File: config.mk
export PLATFORM = sky130hd
export DESIGN_NAME = scs_ctrl
export DESIGN_NICKNAME = d
export VERILOG_FILES = /design/src/hdl/shortest_common_supersequence_top_macros.svh /design/src/hdl/scs_pkg.sv /design/src/hdl/scs_ctrl.sv
export SDC_FILE = /design/constraint.sdc
export NUM_CORES = 1
export LEC_CHECK = 0
export BUFFER_PORTS_ARGS = -buffer_cell sky130_fd_sc_hd__buf_4
export CORE_AREA = 2 2 39 41
export CTS_CLUSTER_DIAMETER = 200
export CTS_CLUSTER_SIZE = 25
export DETAILED_ROUTE_END_ITERATION = 16
export DIE_AREA = 0 0 41 43
export PLACE_DENSITY = 0.59
export SYNTH_ARGS = -nofsm -noshare
export SYNTH_HDL_FRONTEND = slang
export SYNTH_SLANG_ARGS = --single-unit
File: constraint.sdc
create_clock -name clock -period 1.6 [get_ports clock]
set_clock_uncertainty 0.05 [all_clocks]
set_input_delay 0.08 -clock clock [delete_from_list [all_inputs] [get_ports clock]]
set_output_delay 0.08 -clock clock [all_outputs]
set_load 0.005 [all_outputs]
File: src/hdl/shortest_common_supersequence_top_macros.svh
// ----------------------------------------------------------------------------
// Assertion macros
// Shared checks for the supersequence engine.
// ----------------------------------------------------------------------------
`ifndef SHORTEST_COMMON_SUPERSEQUENCE_TOP_MACROS_SVH
`define SHORTEST_COMMON_SUPERSEQUENCE_TOP_MACROS_SVH

// same-cycle implication
`define SCS_ASSERT_IMPLY(label, clk, rst, a, c) \
   label: assert property (@(posedge clk) disable iff (rst) (a) |-> (c)) \
      else $error("implication failed");

// next-cycle implication
`define SCS_ASSERT_NEXT(label, clk, rst, a, c) \
   label: assert property (@(posedge clk) disable iff (rst) (a) |=> (c)) \
      else $error("next-cycle implication failed");

`endif

File: src/hdl/scs_pkg.sv
// ----------------------------------------------------------------------------
// scs_pkg
// Types and constants of the shortest common supersequence engine.
// ----------------------------------------------------------------------------
package scs_pkg;

   localparam int MAX_LEN_DEF = 32;

   typedef enum logic [1:0] {
      OP_LOAD_A  = 2'd0,
      OP_LOAD_B  = 2'd1,
      OP_COMPUTE = 2'd2,
      OP_NONE    = 2'd3
   } opcode_type;

   typedef enum logic [3:0] {
      ST_IDLE,
      ST_FILL_RD,
      ST_FILL_WR,
      ST_TR_INIT,
      ST_TR_RD,
      ST_TR_STEP,
      ST_EM_RD,
      ST_EM_LD,
      ST_EM_EMPTY
   } state_type;

   typedef struct packed {
      logic load_a;
      logic load_b;
      logic start;
      logic fill_rd;
      logic fill_wr;
      logic tr_init;
      logic tr_rd;
      logic tr_step;
      logic em_rd;
      logic em_ld;
      logic em_empty;
   } cmd_type;

   typedef struct packed {
      logic both_empty;
      logic one_empty;
      logic fill_col_end;
      logic fill_row_end;
      logic trace_done;
      logic out_free;
      logic em_last;
   } status_type;

endpackage

File: src/hdl/scs_ctrl.sv
// ----------------------------------------------------------------------------
// scs_ctrl
// Sequencer for loading, table fill, traceback and emission.
// ----------------------------------------------------------------------------
module scs_ctrl (
   input  logic               clock,
   input  logic               reset,
   input  logic               req_valid,
   output logic               req_ready,
   input  logic [1:0]         req_opcode,
   input  scs_pkg::status_type status,
   output scs_pkg::cmd_type    cmd
);
   import scs_pkg::*;

   state_type state_ff, state_in;
   logic      acc;

   assign acc       = req_valid && req_ready;
   assign req_ready = (state_ff == ST_IDLE);

   always_ff @(posedge clock) begin
      if (reset) begin
         state_ff <= ST_IDLE;
      end else begin
         state_ff <= state_in;
      end
   end

   always_comb begin
      state_in = state_ff;
      unique case (state_ff)
         ST_IDLE: begin
            if (acc && (req_opcode == OP_COMPUTE)) begin
               priority if (status.both_empty) state_in = ST_EM_EMPTY;
               else if (status.one_empty)      state_in = ST_TR_INIT;
               else                            state_in = ST_FILL_RD;
            end
         end
         ST_FILL_RD: state_in = ST_FILL_WR;
         ST_FILL_WR: begin
            priority if (status.fill_col_end && status.fill_row_end) state_in = ST_TR_INIT;
            else                                                      state_in = ST_FILL_RD;
         end
         ST_TR_INIT: state_in = ST_TR_RD;
         ST_TR_RD: begin
            if (status.trace_done) state_in = ST_EM_RD;
            else                   state_in = ST_TR_STEP;
         end
         ST_TR_STEP: state_in = ST_TR_RD;
         ST_EM_RD:   state_in = ST_EM_LD;
         ST_EM_LD: begin
            if (status.out_free) state_in = status.em_last ? ST_IDLE : ST_EM_RD;
         end
         ST_EM_EMPTY: begin
            if (status.out_free) state_in = ST_IDLE;
         end
         default: state_in = ST_IDLE;
      endcase
   end

   always_comb begin
      cmd = '0;
      unique case (state_ff)
         ST_IDLE: begin
            cmd.load_a = acc && (req_opcode == OP_LOAD_A);
            cmd.load_b = acc && (req_opcode == OP_LOAD_B);
            cmd.start  = acc && (req_opcode == OP_COMPUTE);
         end
         ST_FILL_RD:  cmd.fill_rd  = 1'b1;
         ST_FILL_WR:  cmd.fill_wr  = 1'b1;
         ST_TR_INIT:  cmd.tr_init  = 1'b1;
         ST_TR_RD:    cmd.tr_rd    = 1'b1;
         ST_TR_STEP:  cmd.tr_step  = 1'b1;
         ST_EM_RD:    cmd.em_rd    = 1'b1;
         ST_EM_LD:    cmd.em_ld    = status.out_free;
         ST_EM_EMPTY: cmd.em_empty = status.out_free;
         default: cmd = '0;
      endcase
   end

endmodule

==> results.md, run 1 <==
- Outcome: complete, but fails checks
- Failing checks: negative setup slack
- Min cycle time layout: 1.603 ns
- Vias in the first global route: 460
- Design area: 634.4 um2
- Critical path fanouts, max: 5
- Clock sinks: 4
- Yosys reg bits: 4
- Die Y: 43 um
- Synth Net Count: 66
- Max Clk Rate: 0.6238 GHz
- Hold Crit Class: in2reg
- Max transition margin: 80.94%
- Initial core utilization: 26.85%
- # Max-Cap Violations: 0
- Fin crit share: 100.2%
- Number of CTS-inserted buffers: 3
- Worst path required time: 1.47 ns
- DIE AREA: 1763 um2
- Clk pwr share: 39.4%
- Worst skew pair latency: 0.24 ns
- Via count: 509
- Largest net degree at the start of global routing: 12
- R2r startpoint: state_ff[0]
- CP delay by family, top: simple AND/OR/NAND/NOR gates
- Synthesized instance count: 54
- DRC violation total after the first TritonRoute iteration: 7
- H-Tree Level Count: 1
- Share of layout cells above drive strength 1: 43.37%
- Lkg Pwr: 0.2757 nW
- Router iterations before antenna repair: 4
- Maximum clock path buffer count: 2
- Post-route setup slack: -0.002980 ns
- Setup crit start kind: register
- Switching share of power: 26.41%
- Net switching power: 0.08570 mW
- Core Region: 1384 um2
- CP Class: reg2out
- Crit path cell chain: or4_4 > nor4b_2 > buf_4
- Count of pins over their slew limit: 0
- Area of the mapped netlist: 371.6 um2
- Inserted Diodes: 0
- Top reg by flops: state_ff
- Unique cell type count in the Yosys netlist: 26
- CTS tree: built
- Routed wire length: about 1200 um
- R2r endpoint: state_ff[1]
- # port buffers: 23
- Crit path from: state_ff[0]
- Die W: 41 um
- Placer Congestion: 0.8693
- Syn. warnings: 0
- Antenna Nets Post-Route: 0
- Grt total ovfl: 0
- Worst R2R Setup Slack: 0.08 ns
- Slew at the pin with the worst max-slew slack: 0.2840 ns
- IO Pins: 24
- Total power draw: 0.3245 mW
- Global-route wire length before repair: about 1900 um
- Post-synthesis sequential area ratio: 21.55%
- Gr usage total: ~16%
- Sequential Power Share: 32.0%
- Pwr dens: around 510 nW/um2
- Max reg flops: 4
- Syn Area/Cell: around 6.9 um2
- CP Depth: 3
- Dpl hpwl: slightly above 900 um
- Hold Vio Cnt, Final: 0
- Reg2reg path depth: 4
- Combinational Power Share: 28.6%
- VDD IR max: 0.0002074 V
- Post-route DRC: 0
- RSZ-0062 raised after global routing: yes
- CTS clk-pin slew, worst paths: 0.03 ns
- CP Capture Type: primary output
- Final setup fails: 1
- Cell at the slowest stage of the critical path: or4_4
- Final Util: 45.84%
- Total Nets Final: 97
- CP Buf/Inv Count: 1
- Clock root buffer: clkbuf_4
- Num rows: 14
- Internal power: 0.2388 mW
- Worst path max stage delay: ~0.57 ns
- Vias per cell: about 5.1
- Last element of the critical path: cmd[10]
- Top flop regs: state_ff (4)
- Area Growth Syn to Fin: 70.71%
- DR WL/cell: 12.25 um
- Crit path DAT: 1.47 ns
- Area after DPL: 598.1 um2
- Initial antenna violation count: 0
==> what timing repair did <==
action,in CTS,in global routing
pin swaps,0,1
buffers inserted,0,0
endpoints found under the hold margin,3,0
hold buffers,1,0
resized for setup,1,1
setup endpoints to repair,2,4
==> final cells by class <==
class	count	area, um2
flip-flops and latches	4	80.08
clock buffers	3	22.52
multi-input cells	43	272.8
repair buffers	30	227.7
inverters	3	11.26
fillers	154	749.5
well taps	16	20.02
==> cell usage after synthesis <==
cell type	instances	area, um2
or2b_1	1	7.510
nor4b_1	1	8.760
a21oi_1	3	15.01
nand2b_1	3	18.77
a211oi_1	1	7.510
clkbuf_1	1	3.750
nor3_1	6	30.03
or3_1	1	6.260
mux2i_1	1	10.01
or4_4	1	11.26
o22ai_1	2	12.51
dfxtp_1	4	80.08
nand3b_1	1	7.510
buf_2	3	15.01
o21ai_0	1	5.000
a2111oi_2	1	15.01
o211ai_1	2	15.01
a311oi_1	1	8.760
and3b_1	1	8.760
o32ai_1	1	8.760
nand2_1	6	22.52
nor2_1	6	22.52
and3_1	1	6.260
nand3_1	1	5.000
nand4b_1	1	8.760
inv_1	3	11.26
==> kinds of logic after synthesis <==
family / Yosys count / synth area share, %
AO/OA/AOI/OAI: 12 / 23.57
buffers and inverters: 7 / 8.078
flip-flops: 4 / 21.55
multiplexers: 1 / 2.694
AND/OR/NAND/NOR: 30 / 44.11
==> worst register-to-register path, cell delays in order (launching register included) <==
cell and delay, ns:
dfxtp_1 0.30, or4_4 0.57, o32ai_1 0.14, a311oi_1 0.09, a2111oi_2 0.28
==> worst min path at each step <==
stage                         start          end  slack (ns)  cells after the start
after floorplan               reset  state_ff[0]         0.1                      1
final                     status[1]  state_ff[0]        0.13                      3
after CTS                 status[1]  state_ff[0]        0.12                      3
after global routing      status[1]  state_ff[0]        0.15                      3
after detailed placement      reset  state_ff[0]        0.24                      2
after global placement        reset  state_ff[0]        0.23                      2
==> metrics by stage <==
step / hold slack [ns] / instances / TNS (ns) / setup slack, ns
after floorplan: 0.09907 / 54 / 0 / 0.08948
after global placement: 0.2334 / 96 / 0 / 0.1004
after detailed placement: 0.2358 / 96 / 0 / 0.05425
after CTS: 0.1169 / 99 / -0.01502 / -0.01502
after global routing: 0.1456 / 99 / -0.06678 / -0.03807
final: 0.1295 / 99 / -0.002980 / -0.002980
==> power groups by stage <==
stage | Combinational (mW) | Clock, mW | Sequential [mW]
finish | 0.0927 | 0.128 | 0.104
CTS | 0.0921 | 0.134 | 0.104
global route | 0.102 | 0.138 | 0.104
global placement | 0.0911 | 0 | 0.105
floorplan | 0.0385 | 0 | 0.105
detailed placement | 0.0912 | 0 | 0.105
==> per-layer routing <==
layer  wire length, um  part of all wire (%)  GRT usage [%]  vias to the layer above
met1               515                    42          19.94                      219
li1                  -                     -              -                      257
met2               557                    46          24.06                       29
met3               107                   8.8          3.141                        4
met4                33                   2.7          12.00                        0
met5                 0                     0              0                        -
==> layout by cell type (no fill, tap or decap), types with 3 or more instances in the layout <==
cell      count
nand2_1       6
a21oi_1       3
buf_4        29
nand2b_1      3
inv_1         3
nor2_1        6
nor3_1        5
clkbuf_4      3
dfxtp_1       4
No activity file was read; power rests on OpenSTA's default activity.
==> inputs of run 2 (changes only) <==
PLACE_DENSITY = 0.56   (was 0.59)
==> results.md, run 2 (synthesis gave the netlist of run 1 again) <==
- Slew at the pin with the worst max-slew slack: 0.2457 ns
- Initial antenna violation count: 0
- # port buffers: 23
- Worst path max stage delay: 0.58 ns
- Initial core utilization: between 20 and 30%
- CTS tree: built
- Setup crit start kind: register
- CP delay by family, top: simple AND/OR/NAND/NOR gates
- # Max-Cap Violations: 0
- Clock root buffer: clkbuf_4
- Routed wire length: 1170 um
- Number of CTS-inserted buffers: 3
- Dpl hpwl: 883.2 um
- CP Class: reg2out
- IO Pins: 24
- Vias in the first global route: a little over 400
- Max reg flops: 4
- DR WL/cell: 11.82 um
- Most frequent cells in the layout: 29 x buf_4, 6 x nand2_1, 6 x nor3_1, 6 x nor2_1, 4 x dfxtp_1
- RSZ-0062 raised after global routing: yes
- Clock sinks: 4
- Pwr dens: 498.9 nW/um2
- Router iterations before antenna repair: 4
- Cell at the slowest stage of the critical path: or4_4
- Num rows: 14
- Crit path DAT: 1.48 ns
- DIE AREA: 1763 um2
- Worst path required time: 1.47 ns
- Largest net degree at the start of global routing: 12
- Hold Crit Class: in2reg
- CP Buf/Inv Count: 1
- Crit path cell chain: or4_4 > nor4b_4 > buf_4
- Total power draw: 0.3252 mW
- DRC violation total after the first TritonRoute iteration: 4
- Total Nets Final: 97
- Gr usage total: 14.26%
- Share of layout cells above drive strength 1: 44.58%
- Core Region: 1384 um2
- Maximum clock path buffer count: 2
- Critical path fanouts, max: 5
- Global-route wire length before repair: between 1500 and 2000 um
- Inserted Diodes: 0
- Count of pins over their slew limit: 0
- Worst skew pair latency: ~0.23 ns
- Commonest non-fill, non-tap cell in the layout: buf_4
- Top reg by flops: state_ff
- Fin crit share: 100.5%
- Grt total ovfl: 0
- VDD IR max: 0.0003011 V
- Pre-CTS WS: ~0.056 ns
- Final Util: a little under half
- H-Tree Level Count: 1
- Hold Vio Cnt, Final: 0
- Final setup fails: 1
- Placer Congestion: between 0.7 and 0.8
- Vias per cell: roughly 5
- Via count: ~510
- Post-route DRC: 0
- Outcome: complete, but fails checks
- Die Y: 43 um
- CTS clk-pin slew, worst paths: 0.04 ns
- Post-route setup slack: -0.007526 ns
- Die W: a little over 40 um
- Max transition margin: 83.59%
- Lkg Pwr: 0.2823 nW
- Area Growth Syn to Fin: 75.42%
- Max Clk Rate: 0.6221 GHz
- Min cycle time layout: approximately 1.6 ns
- CP Capture Type: primary output
- Failing checks: negative setup slack
- Antenna Nets Post-Route: 0
- Top flop regs: state_ff (4)
[run 2: cell count changes in the layout (fill, tap and decap cells not counted)]
cell / change
a311oi_2: +1
o32ai_2: +1
nor4b_4: +1
nor4b_2: -1
nor3_1: +1
o32ai_1: -1
nor3_2: -1
a311oi_1: -1
[run 2: routing by layer]
layer	vias to the layer above	track usage, %	wire length [um]
met5	-	0	0
met4	0	4.000	0
met3	0	5.236	76
met2	18	22.19	565
met1	231	17.68	529
li1	259	-	-
[run 2: final cells by class]
cell class | count | area [um2]
inverter | 3 | 11.26
fill | 148 | 732.0
sequential | 4 | 80.08
timing repair buffer | 30 | 227.7
tap | 16 | 20.02
multi-input combinational | 43 | 290.3
clock buffer | 3 | 22.52
[run 2: repair_timing]
| action | in CTS | in global routing |
|---|---|---|
| endpoints found under the setup margin | 2 | 3 |
| hold endpoints to repair | 3 | 0 |
| pin swaps | 1 | 4 |
| resized for setup | 1 | 3 |
| hold buffers | 1 | 0 |
| buffers inserted | 0 | 0 |
[run 2: worst reg2reg max path, stage by stage (launching register included)]
cell	delay, ns
dfxtp_1	0.30
or4_4	0.58
o32ai_2	0.13
a311oi_2	0.07
a2111oi_2	0.27
[run 2: final timing paths]
kind,slack [ns],end,cells after the start,startpoint
min,0.13,state_ff[0],3,status[1]
max,-0.008,cmd[10],3,state_ff[0]
max reg2reg,0.10,state_ff[1],4,state_ff[0]
min reg2reg,0.54,state_ff[1],2,state_ff[3]
[run 2: power breakdown]
| part | internal [mW] | total [mW] | switching, mW | leakage (nW) |
|---|---|---|---|---|
| clock | 0.0838 | 0.123 | 0.0392 | 0.0138 |
| sequential | 0.103 | 0.104 | 0.00119 | 0.0324 |
| combinational | 0.0550 | 0.0984 | 0.0434 | 0.236 |
[run 2: per-stage QoR]
step                setup TNS (ns)  cell area [um2]  std cells  hold slack, ns
floorplan                        0            371.6         54         0.09907
global placement                 0            598.1         96          0.2329
detailed placement               0            598.1         96          0.2332
CTS                      -0.005443            629.4         99          0.1153
global route               -0.1350            651.9         99          0.1284
finish                   -0.007526            651.9         99          0.1260
==> inputs of run 3 (changes only) <==
TNS_END_PERCENT = 10   (was unset)
==> results.md, run 3 (synthesis gave the netlist of run 1 again) <==
- Top reg by flops: state_ff
- Number of CTS-inserted buffers: 3
- Initial core utilization: 26.85%
- Die W: approximately 40 um
- Pre-CTS WS: 0.05553 ns
- DRC violation total after the first TritonRoute iteration: 2
- # port buffers: 23
- Clock sinks: 4
- Inserted Diodes: 0
- Core Region: ~1400 um2
- Met3 routed wirelength: between 80 and 90 um
- Min cycle time layout: ~1.6 ns
- Largest net degree at the start of global routing: 12
- Clock root buffer: clkbuf_4
- Worst path required time: 1.47 ns
- Gr usage total: 14.26%
- Outcome: complete, but fails checks
- Via count: between 500 and 600
- Max reg flops: 4
- Count of pins over their slew limit: 0
- Area after DPL: roughly 600 um2
- Pwr dens: between 500 and 600 nW/um2
- Final Util: 46.65%
- Post-route setup slack: -0.008696 ns
- Dpl hpwl: 883.2 um
- Slew at the pin with the worst max-slew slack: roughly 0.28 ns
- Total power draw: about 0.32 mW
- DR WL/cell: ~12 um
- Met1 wire length: approximately 510 um
- RSZ-0062 raised after global routing: yes
- Design area: 645.6 um2
- Top flop regs: state_ff (4)
- Hold Crit Class: in2reg
- Num rows: 14
- Met2 Wirelength: 560 um
- Worst skew pair latency: 0.23 ns
- Vias per cell: 5.091
- Vias in the first global route: 414
- CP Class: reg2out
- Max Clk Rate: about 0.62 GHz
- Crit path DAT: 1.48 ns
- Hold Vio Cnt, Final: 0
- Router iterations before antenna repair: 4
- Most frequent cells in the layout: 29 x buf_4, 6 x nand2_1, 6 x nor3_1, 6 x nor2_1, 4 x dfxtp_1
- Top Layer Used: met3
- Antenna Nets Post-Route: 0
- Final setup fails: 1
- Grt total ovfl: 0
- Fin crit share: 100.5%
- Total Nets Final: 97
- Critical path fanouts, max: 5
- Setup crit start kind: register
- Global-route wire length before repair: 1738 um
- Initial antenna violation count: 0
- Failing checks: negative setup slack
- Area Growth Syn to Fin: 73.74%
- Commonest non-fill, non-tap cell in the layout: buf_4
- Lkg Pwr: roughly 0.28 nW
- Post-CTS Setup Repair Bufs: 0
- DIE AREA: 1763 um2
- Final TNS setup: -0.008696 ns
- # Max-Cap Violations: 0
- Placer Congestion: 0.7946
- Die Y: between 40 and 50 um
- # fillers: 149
- IO Pins: 24
- CTS clk-pin slew, worst paths: 0.04 ns
- Routed wire length: 1160 um
- VDD IR max: a little over 0.0003 V
- CP Capture Type: primary output
- Max transition margin: 81.04%
- CTS tree: built
- Maximum clock path buffer count: 2
- H-Tree Level Count: 1
- Share of layout cells above drive strength 1: between 40% and 50%
- Post-route DRC: 0
## run 3: cell counts in the layout (fill, tap and decap cells not counted)
No cell type changed its count.
## run 3: report_power, final
part	total (mW)	internal [mW]	switching, mW
Combinational	0.0964	0.0541	0.0424
Clock	0.123	0.0838	0.0393
Sequential	0.104	0.103	0.00119
## run 3: layer usage
metal  track usage [%]  vias up
li1                  -      259
met1             17.68      226
met2             22.19       19
met3             5.236        0
met4             4.000        0
met5                 0        -
## run 3: final timing paths
check / cells past startpoint / startpoint / endpoint / slack [ns]
max: 3 / state_ff[0] / cmd[10] / -0.009
min: 3 / status[1] / state_ff[0] / 0.13
max reg2reg: 4 / state_ff[0] / state_ff[1] / 0.09
min reg2reg: 2 / state_ff[3] / state_ff[1] / 0.54
## run 3: per-stage QoR
| step | hold WS [ns] | instances |
|---|---|---|
| finish | 0.1297 | 99 |
| global route | 0.1284 | 99 |
| CTS | 0.1153 | 99 |
| detailed placement | 0.2332 | 96 |
| global placement | 0.2329 | 96 |
| floorplan | 0.09907 | 54 |
## run 3: worst max-delay path: stages, from the launching register on
cell	delay (ns)
dfxtp_1	0.30
or4_4	0.58
nor4b_4	0.22
buf_4	0.14
## run 3: cell type report
type / count / area, um2 / area share [%]
repair buffers: 30 / 227.7 / 35.27
inverters: 3 / 11.26 / 1.744
multi-input cells: 43 / 284.0 / 43.99
well taps: 16 / 20.02 / 3.101
flip-flops and latches: 4 / 80.08 / 12.40
clock buffers: 3 / 22.52 / 3.488
## run 3: what timing repair did
action / 4_1_cts / 5_1_grt
gates resized for setup: 1 / 2
endpoints found under the setup margin: 2 / 3
cloned: 0 / 0
endpoints found under the hold margin: 3 / 0
pin swaps: 1 / 3
hold buffers: 1 / 0
